`config.mk`:
```
export PLATFORM = sky130hd
export DESIGN_NAME = texel_decimate_format_convert
export DESIGN_NICKNAME = d
export VERILOG_FILES = /design/src/hdl/tdfc_pkg.sv /design/src/hdl/tdfc_front.sv /design/src/hdl/tdfc_queue.sv /design/src/hdl/tdfc_back.sv /design/src/hdl/texel_decimate_format_convert.sv
export SDC_FILE = /design/constraint.sdc
export NUM_CORES = 1
export LEC_CHECK = 0
export BUFFER_PORTS_ARGS = -buffer_cell sky130_fd_sc_hd__buf_4
export CAP_MARGIN = 30
export CORE_ASPECT_RATIO = 2
export CORE_UTILIZATION = 29
export CTS_CLUSTER_DIAMETER = 200
export DETAILED_ROUTE_END_ITERATION = 16
export GPL_ROUTABILITY_DRIVEN = 0
export GPL_TIMING_DRIVEN = 0
export HOLD_SLACK_MARGIN = 0.08
export SLEW_MARGIN = 25
export SYNTH_ARGS = -nofsm -noshare
export SYNTH_HDL_FRONTEND = slang
export SYNTH_SLANG_ARGS = --single-unit
```
`constraint.sdc`:
```
create_clock -name clock -period 9.16 [get_ports clock]
set_clock_uncertainty 0.2 [all_clocks]
set_input_delay 1.832 -clock clock [delete_from_list [all_inputs] [get_ports clock]]
set_output_delay 1.832 -clock clock [all_outputs]
set_load 0.01 [all_outputs]
```
`src/hdl/tdfc_pkg.sv`:
```
// ----------------------------------------------------------------------------
// tdfc_pkg
// Shared types and constants of the texel decimation / format conversion block.
// ----------------------------------------------------------------------------
`default_nettype none

package tdfc_pkg;

   localparam int SOURCE_SIDE_DEFAULT = 256;
   localparam int QUEUE_DEPTH_DEFAULT = 2;

   localparam int CSR_INDEX_W = 3;
   localparam int CSR_DATA_W  = 20;

   // register indexes
   localparam logic [CSR_INDEX_W-1:0] CSR_FORMAT_MODE    = 3'd0;
   localparam logic [CSR_INDEX_W-1:0] CSR_LEVEL_SIZE     = 3'd1;
   localparam logic [CSR_INDEX_W-1:0] CSR_CHANNEL_WIDTHS = 3'd2;
   localparam logic [CSR_INDEX_W-1:0] CSR_CHANNEL_SHIFTS = 3'd3;
   localparam logic [CSR_INDEX_W-1:0] CSR_BITS_PER_PIXEL = 3'd4;

   // format modes
   localparam logic [1:0] MODE_CONVERT = 2'd0;
   localparam logic [1:0] MODE_COPY32  = 2'd1;
   localparam logic [1:0] MODE_COPY16  = 2'd2;

   // register reset values
   localparam logic [1:0]  RST_FORMAT_MODE    = MODE_CONVERT;
   localparam logic [3:0]  RST_LEVEL_SIZE     = 4'd8;
   localparam logic [15:0] RST_CHANNEL_WIDTHS = 16'h8888;
   localparam logic [19:0] RST_CHANNEL_SHIFTS = 20'd786704;
   localparam logic [5:0]  RST_BITS_PER_PIXEL = 6'd32;

   typedef struct packed {
      logic [31:0] source_texel;
      logic        page_start;
   } req_type;

   typedef struct packed {
      logic [7:0] out_byte;
      logic       last_byte;
   } rsp_type;

   typedef struct packed {
      logic [1:0]  format_mode;
      logic [3:0]  level_size_log2;
      logic [15:0] channel_widths;
      logic [19:0] channel_shifts;
      logic [5:0]  bits_per_pixel;
   } cfg_type;

   // one converted pixel waiting for serialization; count is 1 to 4 bytes
   typedef struct packed {
      logic [31:0] word;
      logic [2:0]  count;
   } job_type;

endpackage

`default_nettype wire

```
`src/hdl/tdfc_front.sv`:
```
// ----------------------------------------------------------------------------
// tdfc_front
// Tracks page position, decides whether a texel is kept and converts it.
// ----------------------------------------------------------------------------
`default_nettype none

module tdfc_front import tdfc_pkg::*; #(
   parameter int SOURCE_SIDE = SOURCE_SIDE_DEFAULT
) (
   input  wire logic    clock,
   input  wire logic    reset,
   input  wire cfg_type cfg,
   input  wire logic    req_push,
   input  wire req_type req_data,
   output logic         req_full,
   input  wire logic    job_full,
   output logic         job_push,
   output job_type      job
);

   localparam int CW    = $clog2(SOURCE_SIDE);
   localparam int RW    = CW;
   localparam int LANES = $clog2(SOURCE_SIDE);   // levels with side below the page
   localparam int LIW   = $clog2(LANES);
   localparam logic [4:0]    LANES_W  = 5'(LANES);
   localparam logic [CW-1:0] LAST_POS = CW'(SOURCE_SIDE - 1);
   localparam logic [RW:0]   SIDE_W   = (RW+1)'(SOURCE_SIDE);

   logic [CW-1:0] col_ff, col_in, row_ff, row_in, cur_col, cur_row;
   logic          col_wrap, row_wrap, accept, keep;

   // per level: (position << level) mod SOURCE_SIDE
   logic [LANES-1:0][RW-1:0] col_res_ff, col_res_in, ccur, cstep;
   logic [LANES-1:0][RW-1:0] row_res_ff, row_res_in, rcur, rstep;
   logic [LANES-1:0][RW:0]   csum, rsum;
   logic [LANES-1:0]         cpick, rpick;

   logic          all_keep, col_keep, row_keep;
   logic [LIW-1:0] lvl_idx;
   logic [31:0]   packed_word;
   logic [3:0]    bpp_bytes;
   logic [2:0]    count;

   function automatic logic [31:0] pack_channel(input logic [7:0] value,
                                                input logic [3:0] width,
                                                input logic [4:0] shift);
      logic [3:0] w;
      logic [7:0] kept;
      w    = (width > 4'd8) ? 4'd8 : width;
      kept = value >> (4'd8 - w);
      return 32'(kept) << shift;
   endfunction

   assign req_full = job_full;
   assign accept   = req_push && !job_full;

   assign cur_col  = req_data.page_start ? '0 : col_ff;
   assign cur_row  = req_data.page_start ? '0 : row_ff;
   assign col_wrap = (cur_col == LAST_POS);
   assign row_wrap = (cur_row == LAST_POS);
   assign col_in   = col_wrap ? '0 : cur_col + CW'(1);
   assign row_in   = col_wrap ? (row_wrap ? '0 : cur_row + CW'(1)) : cur_row;

   // A source coordinate c is sampled at side 2^l when some multiple of the
   // page side falls in [c*side, c*side + side - 1], i.e. the residue is zero
   // or lies above page side minus level side.
   for (genvar l = 0; l < LANES; l++) begin : g_lane
      localparam logic [RW:0]   STEP   = (RW+1)'(1 << l);
      localparam logic [RW-1:0] THRESH = RW'(SOURCE_SIDE - (1 << l));

      assign ccur[l]  = req_data.page_start ? '0 : col_res_ff[l];
      assign csum[l]  = {1'b0, ccur[l]} + STEP;
      assign cstep[l] = (csum[l] >= SIDE_W) ? RW'(csum[l] - SIDE_W) : csum[l][RW-1:0];
      assign cpick[l] = (ccur[l] == '0) || (ccur[l] > THRESH);

      assign rcur[l]  = req_data.page_start ? '0 : row_res_ff[l];
      assign rsum[l]  = {1'b0, rcur[l]} + STEP;
      assign rstep[l] = (rsum[l] >= SIDE_W) ? RW'(rsum[l] - SIDE_W) : rsum[l][RW-1:0];
      assign rpick[l] = (rcur[l] == '0) || (rcur[l] > THRESH);
   end

   assign col_res_in = col_wrap ? '0 : cstep;
   assign row_res_in = col_wrap ? (row_wrap ? '0 : rstep) : rcur;

   // level side at or above the page side keeps every texel
   assign all_keep = ({1'b0, cfg.level_size_log2} >= LANES_W);
   assign lvl_idx  = cfg.level_size_log2[LIW-1:0];
   assign col_keep = all_keep || cpick[lvl_idx];
   assign row_keep = all_keep || rpick[lvl_idx];
   assign keep     = col_keep && row_keep;

   assign bpp_bytes = 4'(({1'b0, cfg.bits_per_pixel} + 7'd7) >> 3);

   always_comb begin
      packed_word = '0;
      count       = 3'd0;
      unique case (cfg.format_mode)
         MODE_CONVERT: begin
            packed_word = pack_channel(req_data.source_texel[23:16],
                                       cfg.channel_widths[3:0], cfg.channel_shifts[4:0])
                        | pack_channel(req_data.source_texel[15:8],
                                       cfg.channel_widths[7:4], cfg.channel_shifts[9:5])
                        | pack_channel(req_data.source_texel[7:0],
                                       cfg.channel_widths[11:8], cfg.channel_shifts[14:10])
                        | pack_channel(req_data.source_texel[31:24],
                                       cfg.channel_widths[15:12], cfg.channel_shifts[19:15]);
            count = (bpp_bytes > 4'd4) ? 3'd4 : bpp_bytes[2:0];
         end
         MODE_COPY32: begin
            packed_word = req_data.source_texel;
            count       = 3'd4;
         end
         MODE_COPY16: begin
            packed_word = {16'h0000, req_data.source_texel[15:0]};
            count       = 3'd2;
         end
         default: begin
            packed_word = '0;
            count       = 3'd0;
         end
      endcase
   end

   assign job_push   = accept && keep && (count != 3'd0);
   assign job.word   = packed_word;
   assign job.count  = count;

   always_ff @(posedge clock) begin
      if (reset) begin
         col_ff     <= '0;
         row_ff     <= '0;
         col_res_ff <= '0;
         row_res_ff <= '0;
      end else if (accept) begin
         col_ff     <= col_in;
         row_ff     <= row_in;
         col_res_ff <= col_res_in;
         row_res_ff <= row_res_in;
      end
   end

endmodule

`default_nettype wire

```
`src/hdl/tdfc_queue.sv`:
```
// ----------------------------------------------------------------------------
// tdfc_queue
// Small FIFO of converted pixels between the front and back parts.
// ----------------------------------------------------------------------------
`default_nettype none

module tdfc_queue import tdfc_pkg::*; #(
   parameter int DEPTH = QUEUE_DEPTH_DEFAULT
) (
   input  wire logic    clock,
   input  wire logic    reset,
   input  wire logic    push,
   input  wire job_type push_data,
   output logic         full,
   input  wire logic    pop,
   output job_type      pop_data,
   output logic         empty
);

   localparam int PW = $clog2(DEPTH);
   localparam int NW = $clog2(DEPTH + 1);
   localparam logic [PW-1:0] LAST_SLOT = PW'(DEPTH - 1);
   localparam logic [NW-1:0] FULL_CNT  = NW'(DEPTH);

   job_type       mem_ff [DEPTH];
   logic [PW-1:0] wr_ptr_ff, wr_ptr_in, rd_ptr_ff, rd_ptr_in;
   logic [NW-1:0] count_ff, count_in;
   logic          do_push, do_pop;

   assign full     = (count_ff == FULL_CNT);
   assign empty    = (count_ff == '0);
   assign do_push  = push && !full;
   assign do_pop   = pop && !empty;
   assign pop_data = mem_ff[rd_ptr_ff];

   assign wr_ptr_in = (wr_ptr_ff == LAST_SLOT) ? '0 : wr_ptr_ff + PW'(1);
   assign rd_ptr_in = (rd_ptr_ff == LAST_SLOT) ? '0 : rd_ptr_ff + PW'(1);

   always_comb begin
      count_in = count_ff;
      if (do_push && !do_pop) begin
         count_in = count_ff + NW'(1);
      end else if (do_pop && !do_push) begin
         count_in = count_ff - NW'(1);
      end
   end

   always_ff @(posedge clock) begin
      if (do_push) begin
         mem_ff[wr_ptr_ff] <= push_data;
      end
   end

   always_ff @(posedge clock) begin
      if (reset) begin
         wr_ptr_ff <= '0;
         rd_ptr_ff <= '0;
         count_ff  <= '0;
      end else begin
         if (do_push) begin
            wr_ptr_ff <= wr_ptr_in;
         end
         if (do_pop) begin
            rd_ptr_ff <= rd_ptr_in;
         end
         count_ff <= count_in;
      end
   end

endmodule

`default_nettype wire

```
`src/hdl/tdfc_back.sv`:
```
// ----------------------------------------------------------------------------
// tdfc_back
// Serializes queued pixels into bytes, least significant first.
// ----------------------------------------------------------------------------
`default_nettype none

module tdfc_back import tdfc_pkg::*; (
   input  wire logic    clock,
   input  wire logic    reset,
   input  wire logic    job_empty,
   input  wire job_type job,
   output logic         job_pop,
   input  wire logic    rsp_pop,
   output rsp_type      rsp_data,
   output logic         rsp_empty
);

   logic [31:0] word_ff, word_in;
   logic [2:0]  left_ff, left_in;
   logic        out_valid_ff, out_valid_in;
   rsp_type     out_data_ff, out_data_in;
   logic        out_ready, emit, need_load;

   assign out_ready = !out_valid_ff || rsp_pop;
   assign emit      = out_ready && (left_ff != 3'd0);
   // take the next pixel as the current one drains its last byte
   assign need_load = (left_ff == 3'd0) || (emit && (left_ff == 3'd1));
   assign job_pop   = need_load && !job_empty;

   always_comb begin
      word_in      = word_ff;
      left_in      = left_ff;
      out_valid_in = out_valid_ff;
      out_data_in  = out_data_ff;
      if (emit) begin
         out_valid_in          = 1'b1;
         out_data_in.out_byte  = word_ff[7:0];
         out_data_in.last_byte = (left_ff == 3'd1);
      end else if (rsp_pop) begin
         out_valid_in = 1'b0;
      end
      if (job_pop) begin
         word_in = job.word;
         left_in = job.count;
      end else if (emit) begin
         word_in = word_ff >> 8;
         left_in = left_ff - 3'd1;
      end
   end

   always_ff @(posedge clock) begin
      word_ff     <= word_in;
      out_data_ff <= out_data_in;
   end

   always_ff @(posedge clock) begin
      if (reset) begin
         left_ff      <= 3'd0;
         out_valid_ff <= 1'b0;
      end else begin
         left_ff      <= left_in;
         out_valid_ff <= out_valid_in;
      end
   end

   assign rsp_data  = out_data_ff;
   assign rsp_empty = !out_valid_ff;

endmodule

`default_nettype wire

```
`src/hdl/texel_decimate_format_convert.sv`:
```
// ----------------------------------------------------------------------------
// texel_decimate_format_convert
// Keeps the texels of a raster-order source page that nearest-neighbour
// sampling picks for one mip level and emits them as bytes in one of three
// pixel formats.
// ----------------------------------------------------------------------------
// The first byte of a kept request reaches rsp_ by way of the queue write,
//   the serializer load and the output register, in that order.
// Throughput: one request per cycle is accepted while the pixel queue has room;
//   the output side moves one byte per cycle while rsp_pop takes each byte, so a
//   kept request takes 1 to 4 byte slots of the serializer; dropped requests none.
// Reset: synchronous; position returns to the page origin, registers take
//   their defaults, queue and serializer are emptied.
`default_nettype none

module texel_decimate_format_convert import tdfc_pkg::*; #(
   parameter int SOURCE_SIDE = SOURCE_SIDE_DEFAULT,
   parameter int QUEUE_DEPTH = QUEUE_DEPTH_DEFAULT
) (
   input  wire logic                   clock,
   input  wire logic                   reset,
   // request side
   input  wire logic                   req_push,
   input  wire req_type                req_data,
   output logic                        req_full,
   // result side
   input  wire logic                   rsp_pop,
   output rsp_type                     rsp_data,
   output logic                        rsp_empty,
   // register writes
   input  wire logic                   csr_write_en,
   input  wire logic [CSR_INDEX_W-1:0] csr_index,
   input  wire logic [CSR_DATA_W-1:0]  csr_wdata
);

   cfg_type cfg_ff, cfg_in;
   job_type front_job, back_job;
   logic    front_push, queue_full, queue_empty, back_pop;

   // Register file. Writes to indexes past the list are dropped.
   always_comb begin
      cfg_in = cfg_ff;
      if (csr_write_en) begin
         unique case (csr_index)
            CSR_FORMAT_MODE:    cfg_in.format_mode     = csr_wdata[1:0];
            CSR_LEVEL_SIZE:     cfg_in.level_size_log2 = csr_wdata[3:0];
            CSR_CHANNEL_WIDTHS: cfg_in.channel_widths  = csr_wdata[15:0];
            CSR_CHANNEL_SHIFTS: cfg_in.channel_shifts  = csr_wdata[19:0];
            CSR_BITS_PER_PIXEL: cfg_in.bits_per_pixel  = csr_wdata[5:0];
            default:            cfg_in = cfg_ff;
         endcase
      end
   end

   always_ff @(posedge clock) begin
      if (reset) begin
         cfg_ff.format_mode     <= RST_FORMAT_MODE;
         cfg_ff.level_size_log2 <= RST_LEVEL_SIZE;
         cfg_ff.channel_widths  <= RST_CHANNEL_WIDTHS;
         cfg_ff.channel_shifts  <= RST_CHANNEL_SHIFTS;
         cfg_ff.bits_per_pixel  <= RST_BITS_PER_PIXEL;
      end else begin
         cfg_ff <= cfg_in;
      end
   end

   // Front: position tracking, keep decision and format conversion.
   // A request that is dropped (or yields zero bytes) never enters the queue.
   tdfc_front #(
      .SOURCE_SIDE (SOURCE_SIDE)
   ) u_front (
      .clock    (clock),
      .reset    (reset),
      .cfg      (cfg_ff),
      .req_push (req_push),
      .req_data (req_data),
      .req_full (req_full),
      .job_full (queue_full),
      .job_push (front_push),
      .job      (front_job)
   );

   // Pixel queue decouples the request rate from the byte rate.
   tdfc_queue #(
      .DEPTH (QUEUE_DEPTH)
   ) u_queue (
      .clock     (clock),
      .reset     (reset),
      .push      (front_push),
      .push_data (front_job),
      .full      (queue_full),
      .pop       (back_pop),
      .pop_data  (back_job),
      .empty     (queue_empty)
   );

   // Back: byte serializer with a registered output slot.
   tdfc_back u_back (
      .clock     (clock),
      .reset     (reset),
      .job_empty (queue_empty),
      .job       (back_job),
      .job_pop   (back_pop),
      .rsp_pop   (rsp_pop),
      .rsp_data  (rsp_data),
      .rsp_empty (rsp_empty)
   );

endmodule

`default_nettype wire
```
# Yosys cells after proc, flatten, opt, wreduce, memory -nomap -nowiden
# Memory sizes are Yosys's and may differ from the RTL's. A register that Yosys moved wholly into a read port is not among the register bits.
# Cells that the tools add are included.
[totals]
mem_count = 1
input_bits = 61
word_cells = 267
ram_bits = 70
reg_bits = 241
[classes]
n_shift = 8
muxes = 65
bitwise = 3
n_addsub = 44
n_lt_le_gt_ge = 39
eq_ne = 10
reduce_logical = 66
[mem_list]
columns = ["memory", "words", "word_bits", "read_ports", "rd_clocked_by_memory_dff", "write_ports", "line", "source"]
rows = [
  ["u_queue.mem_ff", 2, 35, 1, 1, 1, "tdfc_queue.sv:25", "job_type mem_ff [DEPTH];"],
]
[ops]
columns = ["operator", "n"]
rows = [
  ["$mux 8", 37],
  ["$mux 64", 3],
  ["$ge 9x9->1 const B", 16],
  ["$gt 8x8->1 const B", 16],
  ["$logic_not 8->1", 16],
  ["$shl 8x5->32", 4],
  ["$sub 8x1->8 const B", 16],
  ["$or 32x32->32", 3],
  ["$pmux 32 s3", 1],
  ["$mux 32", 2],
  ["$shr 8x4->8", 4],
  ["$logic_or 1x1->1", 20],
  ["$add 8x1->9 const B", 2],
  ["$add 8x2->9 const B", 2],
  ["$add 8x3->9 const B", 2],
  ["$add 8x4->9 const B", 2],
  ["$add 8x5->9 const B", 2],
  ["$add 8x6->9 const B", 2],
  ["$add 8x7->9 const B", 2],
  ["$add 8x8->9 const B", 2],
  ["$add 8x1->8 const B", 2],
  ["$eq 8x8->1 const B", 2],
  ["$gt 4x4->1 const B", 4],
  ["$mux 4", 4],
  ["26 further kinds", 69],
]

# Depth between registers and ports, before layout
# Gate-level depths: netlist of run 1.
[depth]
depth_word = 14
depth_mapped = 19
mapped_depth_nobuf = 15

# By module
# A second synthesis of run 1 with hierarchy kept.
[hier_totals]
cells_unflattened = 2127
area_unflattened_um2 = 18805.5
[modules_own_cells]
columns = ["mod", "cells_each", "instances", "area_per_inst_um2"]
rows = [
  ["tdfc_front", 1687, 1, 12150.4],
  ["tdfc_queue", 134, 1, 2738.9],
  ["texel_decimate_format_convert", 192, 1, 2013.2],
  ["tdfc_back", 114, 1, 1903.1],
]

# Worst setup path after synthesis of run 1
# No wires, ideal clock.
[synth_timing]
kind = "input to register"
from = "input req_data[0] (netlist bit)"
to = "memory u_queue.mem_ff[0][0] (netlist bit), enable pin"
n_path_buf = 4
t_arrival_ns = 5.844
setup_ns = 0.431
cell_stages = 16
setup_slack_ns = 2.685
cell_sequence = "clkbuf_1 > clkinv_1 > clkbuf_1 > clkbuf_1 > clkbuf_1 > nand2_1 > inv_1 > ha_1 > nand4b_1 > nor2_1 > a21oi_1 > a211o_1 > a32o_1 > mux2i_1 > o211a_1 > nor2b_1"
[synth_between]
elab_chain_len = 12
[synth_lines]
columns = ["item", "line", "source"]
rows = [
  ["from (decl)", "texel_decimate_format_convert.sv:24", "input wire req_type req_data,"],
  ["$mux 8, on equally long branches", "tdfc_front.sv:71, tdfc_front.sv:76", ""],
  ["$gt 8x8->1 (tied with other cells)", "tdfc_front.sv:74", "assign cpick[l] = (ccur[l] == '0) || (ccur[l] > THRESH);"],
  ["$logic_or 1x1->1, on equally long branches", "tdfc_front.sv:74, tdfc_front.sv:79", ""],
  ["$bmux 1 s3, on equally long branches", "tdfc_front.sv:88, tdfc_front.sv:89", ""],
  ["$mux 1, on equally long branches", "tdfc_front.sv:88, tdfc_front.sv:89", ""],
  ["$logic_or 1x1->1, on equally long branches", "tdfc_front.sv:88, tdfc_front.sv:89", ""],
  ["$logic_and 1x1->1 *", "tdfc_front.sv:90", "assign keep = col_keep && row_keep;"],
  ["$logic_and 1x1->1 * (2 in a row)", "tdfc_front.sv:124", "assign job_push = accept && keep && (count != 3'd0);"],
  ["$logic_and 1x1->1 *", "tdfc_queue.sv:32", "assign do_push = push && !full;"],
  ["via u_queue.do_push", "tdfc_queue.sv:28", "logic do_push, do_pop;"],
  ["$mux 1 *", "tdfc_queue.sv:49", "if (do_push) begin"],
  ["$mux 1 (not written as such) *", "tdfc_queue.sv:50", "mem_ff[wr_ptr_ff] <= push_data;"],
  ["to (decl)", "tdfc_queue.sv:25", ""],
]
# Mark *: on every way through the listed nets, which the timed path passes. The rest lies on a longest branch. The select of a mux whose other input is x is not followed.

# Worst setup path in the final report of run 1
[layout_timing]
from = "input req_data[0] (netlist bit)"
to = "register u_front.row_ff[0]"
[layout_between]
elab_chain_len = 4
[layout_lines]
columns = ["item", "line", "source"]
rows = [
  ["$mux 8", "tdfc_front.sv:58", "assign cur_row = req_data.page_start ? '0 : row_ff;"],
  ["$add 8x1->8 or $eq 8x8->1 (tied branches)", "tdfc_front.sv:62, tdfc_front.sv:60", ""],
  ["$mux 8", "tdfc_front.sv:62", "assign row_in = col_wrap ? (row_wrap ? '0 : cur_row + CW'(1)) : cur_row;"],
  ["$mux 8 *", "tdfc_front.sv:62", ""],
  ["to (signal assigned)", "tdfc_front.sv:136", "row_ff <= row_in;"],
  ["to (decl)", "tdfc_front.sv:29", "logic [CW-1:0] col_ff, col_in, row_ff, row_in, cur_col, cur_row;"],
]
# Every way passes the cells marked *; elsewhere a longest branch is shown, timed or not.
# A chain may end at the register's enable or synchronous reset.

==> results.tsv, run 1 <==
metric	value	unit
status	complete, no violations	
port_buffers	65	
drv_slew	0	
ctsHoldBuffers	0	
num_rows	131	
htree_num_levels	1	
synth_enable_flop_cells	111	
track_usage	25.9	%
drc	0	
area_growth	14.9	%
via_per_inst	6.01	
insertion_delay	0.62	ns
avgSynthCellArea	8.31	µm²
dp_hpwl	60500	µm
criticalPathCategory	in -> reg	
synthesis.area	18700	µm²
io_pins	72	
min_period	7.67	ns
seq_area_frac_synth	39.3	%
stdcell_area	21500	µm²
clk_pin_slew	0.07	ns
p_per_area	194	nW/µm²
routed_wl	84400	µm
grt_antenna_before_repair	7	
die_w	182	µm
clock_sinks	312	
dr.pass1.iters	8	
root_buffer	clkbuf_16	
p_leak	7.70	nW
grt_pass1_wl	124000	µm
crit_arrival	8.00	ns
regArea	7360	µm²
antenna_left	0	
synthArstFlopShare	0	%
wl_per_cell	26.5	µm
final.fill_count	6670	
initial_core_util	29.3	%
dr_total_vias	19200	
path_max_fanout	10	
synth_top_area_share	21.5	%
dpl_cell_area	20300	µm²
peakVddDrop	0.000155	V
clockBufferDepth	3	
grt_pass1_vias	19000	
syn_nets	2345	
die_area	65600	µm²
final_nets	2454	
totalNegativeSetupSlack	0	ns
max_cap_violations	0	
final.period_utilization	83.7	%
post_cts_resize_count	0	
instances_no_fill	3189	
synth.distinct_cells	95	
critPathRequiredTime	9.49	ns
hold_class	reg -> reg	
synth_flop_cell	dfxtp_1	
cts_setup_buffers	0	
grt.overflow.total	0	
cp-start-kind	input port	
grt_max_degree	25	
numCtsBuffers	30	
synth-seq-cells	312	
yosysWarningCount	0	
netlist_instances	2252	
netlist.top_cell.by_area	dfxtp_1	
pre_cts_ws	1.15	ns
max_slew_margin	17.0	%
synthTopCellsByArea	dfxtp_1, edfxtp_1, nand2_1, a21oi_1, mux2i_1	
multi_input_area	10500	µm²
cts_tree	yes	
layout_setup_ws	1.49	ns
finalHoldViolCount	0	
tightest_slew	1.25	ns
core	63800	µm²
die_h	361	µm
drt_iter0_markers	1976	
setup_viol	0	
rsz0062_at_grt	false	
cp-end-kind	register	
max_freq	130	MHz
dp_cells	3118	
drive_gt1_share	8.81	%
[final timing paths]
| check | startpoint | depth (start not counted) | slack [ns] | end |
|---|---|---|---|---|
| hold reg to reg | u_back.word_ff[5]$_DFFE_PP_ | 0 | 0.22 | u_back.rsp_data[6]$_DFFE_PP_ |
| hold / removal | u_back.word_ff[5]$_DFFE_PP_ | 0 | 0.22 | u_back.rsp_data[6]$_DFFE_PP_ |
| setup reg to reg | cfg_ff[26]$_SDFFE_PP0P_ | 14 | 3.59 | u_queue.mem_ff[1][7]$_DFFE_PP_ |
| setup / recovery | req_data[0] | 16 | 1.49 | u_front.row_ff[0]$_SDFFE_PP0P_ |
[state kept, by name (all words and copies together), names as in the netlist, named ones only]
name and cells:
u_queue.count_ff 2, u_queue.mem_ff 70, u_front.col_res_ff 64, u_front.row_ff 8
u_back.out_valid_ff 1, u_queue.rd_ptr_ff 1, u_back.left_ff 3, u_back.word_ff 32
u_front.row_res_ff 64, u_queue.wr_ptr_ff 1, u_back.rsp_data 9, u_front.col_ff 8
cfg_ff 48
[synthesized netlist by cell type, types with 10 or more instances]
cell / number
a31oi_1: 34
nor3_1: 43
clkbuf_1: 131
nand2_1: 276
o21bai_1: 13
a32oi_1: 27
ha_1: 32
or3_1: 21
and3_1: 28
mux2_2: 16
or4_1: 11
a211oi_1: 20
o211ai_1: 17
nor3b_1: 16
o21ai_1: 12
o22ai_1: 22
edfxtp_1: 111
nand3_1: 63
a211o_1: 10
a22oi_1: 38
and2_1: 67
dfxtp_1: 201
a221oi_1: 14
o21ai_0: 146
nand4_1: 20
nor2_1: 188
nor4_1: 26
inv_1: 72
nor2b_1: 54
buf_2: 14
nand3b_1: 14
mux2i_1: 79
nand2b_1: 36
a21oi_1: 162
[power by group]
group / internal (mW) / switching, mW / total [mW]
clock: 0.743 / 0.607 / 1.35
sequential: 1.70 / 0.0627 / 1.76
combinational: 0.329 / 0.730 / 1.06
[layer usage]
metal | GRT usage [%] | part of all wire [%] | up-vias
met4 | 27.1 | 12 | 8
met3 | 8.75 | 9.2 | 545
met5 | 0.0755 | 0.14 | -
met2 | 43.4 | 47 | 1193
met1 | 23.6 | 31 | 8882
li1 | - | - | 8530
[critical path, cell delays in order]
cell and delay [ns]:
clkbuf_1 0.61, clkbuf_1 0.69, clkbuf_1 0.54, clkbuf_1 0.52, clkbuf_1 0.69, nor2b_1 0.11, ha_1 0.25, and3_1 0.22
and3_1 0.21, nand3_1 0.43, nand2_1 0.14, clkbuf_1 0.33, nand2_1 0.56, clkbuf_1 0.52, a22oi_1 0.18, nor2_1 0.12
[metrics by stage]
stage	utilization (%)	hold WS (ns)	power, mW
floorplan	-	0.200	2.36
global placement	31.7	0.203	2.76
detailed placement	31.8	0.205	2.80
CTS	33.5	0.221	4.15
global route	33.7	0.228	4.33
finish	33.7	0.220	4.17
[cells by family (layout without fill, tap and decap cells)]
| logic type | count (synthesis) | after routing | share of synthesized area, % |
|---|---|---|---|
| flip-flops | 312 | 312 | 39.3 |
| AO/OA/AOI/OAI | 658 | 658 | 23.4 |
| buffers and inverters | 239 | 372 | 4.95 |
| multiplexers | 100 | 100 | 5.73 |
| other | 0 | 6 | 0 |
| adder cells (fa/ha/maj) | 32 | 32 | 2.14 |
| XOR/XNOR | 12 | 12 | 0.602 |
| AND/OR/NAND/NOR | 899 | 899 | 23.8 |
[final cells by class]
class                   count  area share (%)
diodes                      6          0.0698
plain buffers             156            2.87
repair buffers             77            2.94
clock inverters            23            1.30
flip-flops and latches    312            34.2
multi-input cells        1701            48.9
inverters                  83            1.45
well taps                 798            4.64
clock buffers              33            3.64
[placed cells by master, fill, tap and decap left out, drive strengths merged, types with 34 or more instances in the layout]
cell type / instances
a21oi: 162
clkbuf: 167
nand2: 276
edfxtp: 111
nor2b: 54
mux2i: 79
a22oi: 38
buf: 99
nor2: 188
nand2b: 36
and2: 69
nand3: 63
o21ai: 158
nor3: 43
dfxtp: 201
inv: 81
a31oi: 34
(Power assumes the default switching activity.)
==> run 2: changes to the inputs <==
--- a/config.mk
+++ b/config.mk
@@ -5,6 +5,7 @@
 export SDC_FILE = /design/constraint.sdc
 export NUM_CORES = 1
 export LEC_CHECK = 0
+export ABC_AREA = 1
 export BUFFER_PORTS_ARGS = -buffer_cell sky130_fd_sc_hd__buf_4
 export CAP_MARGIN = 30
 export CORE_ASPECT_RATIO = 2
==> constraint.sdc (replaced) <==
create_clock -name clock -period 6.7 [get_ports clock]
set_clock_uncertainty 0.2 [all_clocks]
set_input_delay 1.34 -clock clock [delete_from_list [all_inputs] [get_ports clock]]
set_output_delay 1.34 -clock clock [all_outputs]
set_load 0.01 [all_outputs]
==> run 2 against run 1 <==
  * Cell count increased by 9.9%
  * Setup slack got worse by 0.31 ns
  * Highest routed layer unchanged
  * Hold slack improved by 0.0050 ns
  * Sequential power increased by 40%
  * Sequential share of layout area increased by 1.5 points
  * Via count decreased by 5.7%
  * Clock power increased by 31%
==> results.tsv, run 2 <==
metric	value	unit
initial_core_util	29.3	%
grt_max_degree	36	
whs_path_depth	0	
avgSynthCellArea	6.97	µm²
dr_total_vias	18100	
syn_nets	2686	
drive_gt1_share	8.02	%
dp_hpwl	53000	µm
grt_antenna_before_repair	3	
die_h	355	µm
cp-end-kind	register	
crit_top_cell	nand2_1	
track_usage	21.8	%
max_flop_register	u_queue.mem_ff	
tightest_slew	1.05	ns
netlist.top_cell.by_area	dfxtp_1	
final_cell_mix	nand2_1, nand3_1, inv_1	
hold_class	reg -> reg	
antenna_left	0	
max_slew_margin	29.4	%
root_buffer	clkbuf_16	
clock_sinks	312	
met2RoutedLength	36000	µm
synth-seq-cells	312	
crit_arrival	5.60	ns
highest_layer	met5	
synthTopCellsByArea	dfxtp_1, edfxtp_1, nand2_1, nand3_1, inv_1	
r2r-start	cfg_ff[34]$_SDFFE_PP0P_	
crit_start	req_data[0]	
p_per_area	284	nW/µm²
grt.overflow.total	0	
cp_cell_sequence	buf_6 -> buf_2 -> buf_2 -> buf_2 -> buf_1 -> nor2_1 -> inv_1 -> ha_1 -> nand2_1 -> o311ai_0 -> nand4_1 -> nand2_1 -> nand2_1 -> nand3b_1 -> nand2_1 -> nor2_4 -> buf_16	
wl_met3	3740	µm
path_max_fanout	20	
numCtsBuffers	30	
drc	0	
grt_pass1_vias	17800	
finalHoldViolCount	0	
criticalPathCategory	in -> reg	
htree_num_levels	1	
clockBufferDepth	3	
die_w	178	µm
via_per_inst	5.15	
p_leak	8.37	nW
seq_area_frac_synth	40.7	%
routed_wl	68900	µm
post_cts_resize_count	0	
dr.pass1.iters	6	
cts_tree	yes	
final_nets	2788	
synth_flop_cell	dfxtp_1	
dpl_cell_area	19600	µm²
io_pins	72	
die_area	63300	µm²
ctsHoldBuffers	0	
final_common_cell	nand2_1	
netlist_instances	2593	
slowest_stage	o311ai_0	
area_growth	14.1	%
post-route-util	33.4	%
ff2ff_path_depth	19	
peakVddDrop	0.000191	V
rsz0062_at_grt	false	
synth_common_cells	nand2_1, nand3_1, inv_1	
reg.largest.list	u_queue.mem_ff x70, u_front.col_res_ff x64, u_front.row_res_ff x64	
max_freq	181	MHz
n_antenna_cell	0	
core	61700	µm²
drt_iter0_markers	1505	
synthMostInstantiatedCell	nand2_1	
port_buffers	69	
status	complete, no violations	
setup_viol	0	
wl_met1	22700	µm
final.period_utilization	82.3	%
cp-start-kind	input port	
num_rows	129	
insertion_delay	0.61	ns
reg2reg_to	u_queue.mem_ff[0][5]$_DFFE_PP_	
largest_reg_flops	70	
cpPeakStageDelay	0.63	ns
critPathRequiredTime	6.79	ns
wl_per_cell	19.7	µm
hold_path_end	u_back.rsp_data[8]$_DFFE_PP_	
synthesis.area	18100	µm²
clk_pin_slew	0.07	ns
synth_top_area_share	22.3	%
cts_setup_buffers	0	
reg2reg_slack	2.72	ns
stdcell_area	20600	µm²
synth_enable_flop_cells	111	
min_from	u_back.word_ff[7]$_DFFE_PP_	
grt_pass1_wl	103000	µm
drv_slew	0	
max_cap_violations	0	
synth.distinct_cells	57	
min_period	5.51	ns
synthArstFlopShare	0	%
yosysWarningCount	0	
[run 2: power by group]
part	internal [mW]	switching, mW
logic	0.446	1.17
clock network	0.972	0.801
registers	2.36	0.107
[run 2: area by class of cell]
type | instances | area [µm²]
Fill cell | 6769 | 41000
Multi-Input combinational cell | 1885 | 9120
Sequential cell | 312 | 7360
Tap cell | 786 | 983
Inverter | 260 | 980
Clock buffer | 40 | 840
Buffer | 136 | 609
Timing Repair Buffer | 70 | 546
Clock inverter | 16 | 173
[run 2: logic make-up (layout without fill, tap and decap cells)]
kind of cell | Yosys count | in the layout | share of synthesized area (%)
adders and majority gates | 32 | 32 | 2.22
buffers and inverters | 396 | 522 | 8.80
AOI/OAI and AO/OA | 385 | 385 | 11.7
xor gates and xnor gates | 22 | 22 | 1.23
muxes | 1 | 1 | 0.0554
and+or+nand+nor | 1445 | 1445 | 35.3
DFF | 312 | 312 | 40.7
[run 2: worst max-delay path, delay by kind of cell]
family | cells | cell delay (ns)
buffers and inverters | 7 | 2.16
AND/OR/NAND/NOR | 8 | 1.28
AO/OA/AOI/OAI | 1 | 0.63
adder cells (fa/ha/maj) | 1 | 0.15
[run 2: worst max-delay path by stage]
stage                                 endpoint  cells past startpoint
2_1_floorplan   u_queue.mem_ff[0][0]$_DFFE_PP_                     20
5_1_grt        u_queue.mem_ff[0][30]$_DFFE_PP_                     21
4_1_cts        u_queue.mem_ff[0][30]$_DFFE_PP_                     17
6_report       u_queue.mem_ff[0][26]$_DFFE_PP_                     17
3_5_place_dp   u_queue.mem_ff[0][30]$_DFFE_PP_                     17
3_3_place_gp   u_queue.mem_ff[0][30]$_DFFE_PP_                     16
[run 2: layer usage]
metal / GRT usage, % / vias up
met1: 20.3 / 8268
li1: - / 8894
met5: 0 / -
met3: 3.39 / 278
met2: 40.7 / 618
met4: 18.3 / 6
[run 2: stage by stage]
stage / setup WS (ns) / power (mW) / std cells / setup TNS, ns / hold WS, ns
finish: 1.19 / 5.85 / 3505 / 0 / 0.225
detailed placement: 0.528 / 4.11 / 3449 / 0 / 0.210
global route: 0.890 / 6.15 / 3505 / 0 / 0.235
global placement: -1.16 / 4.09 / 3448 / -40.54 / 0.212
floorplan: 1.06 / 3.47 / 2593 / 0 / 0.200
CTS: 1.13 / 5.88 / 3505 / 0 / 0.224
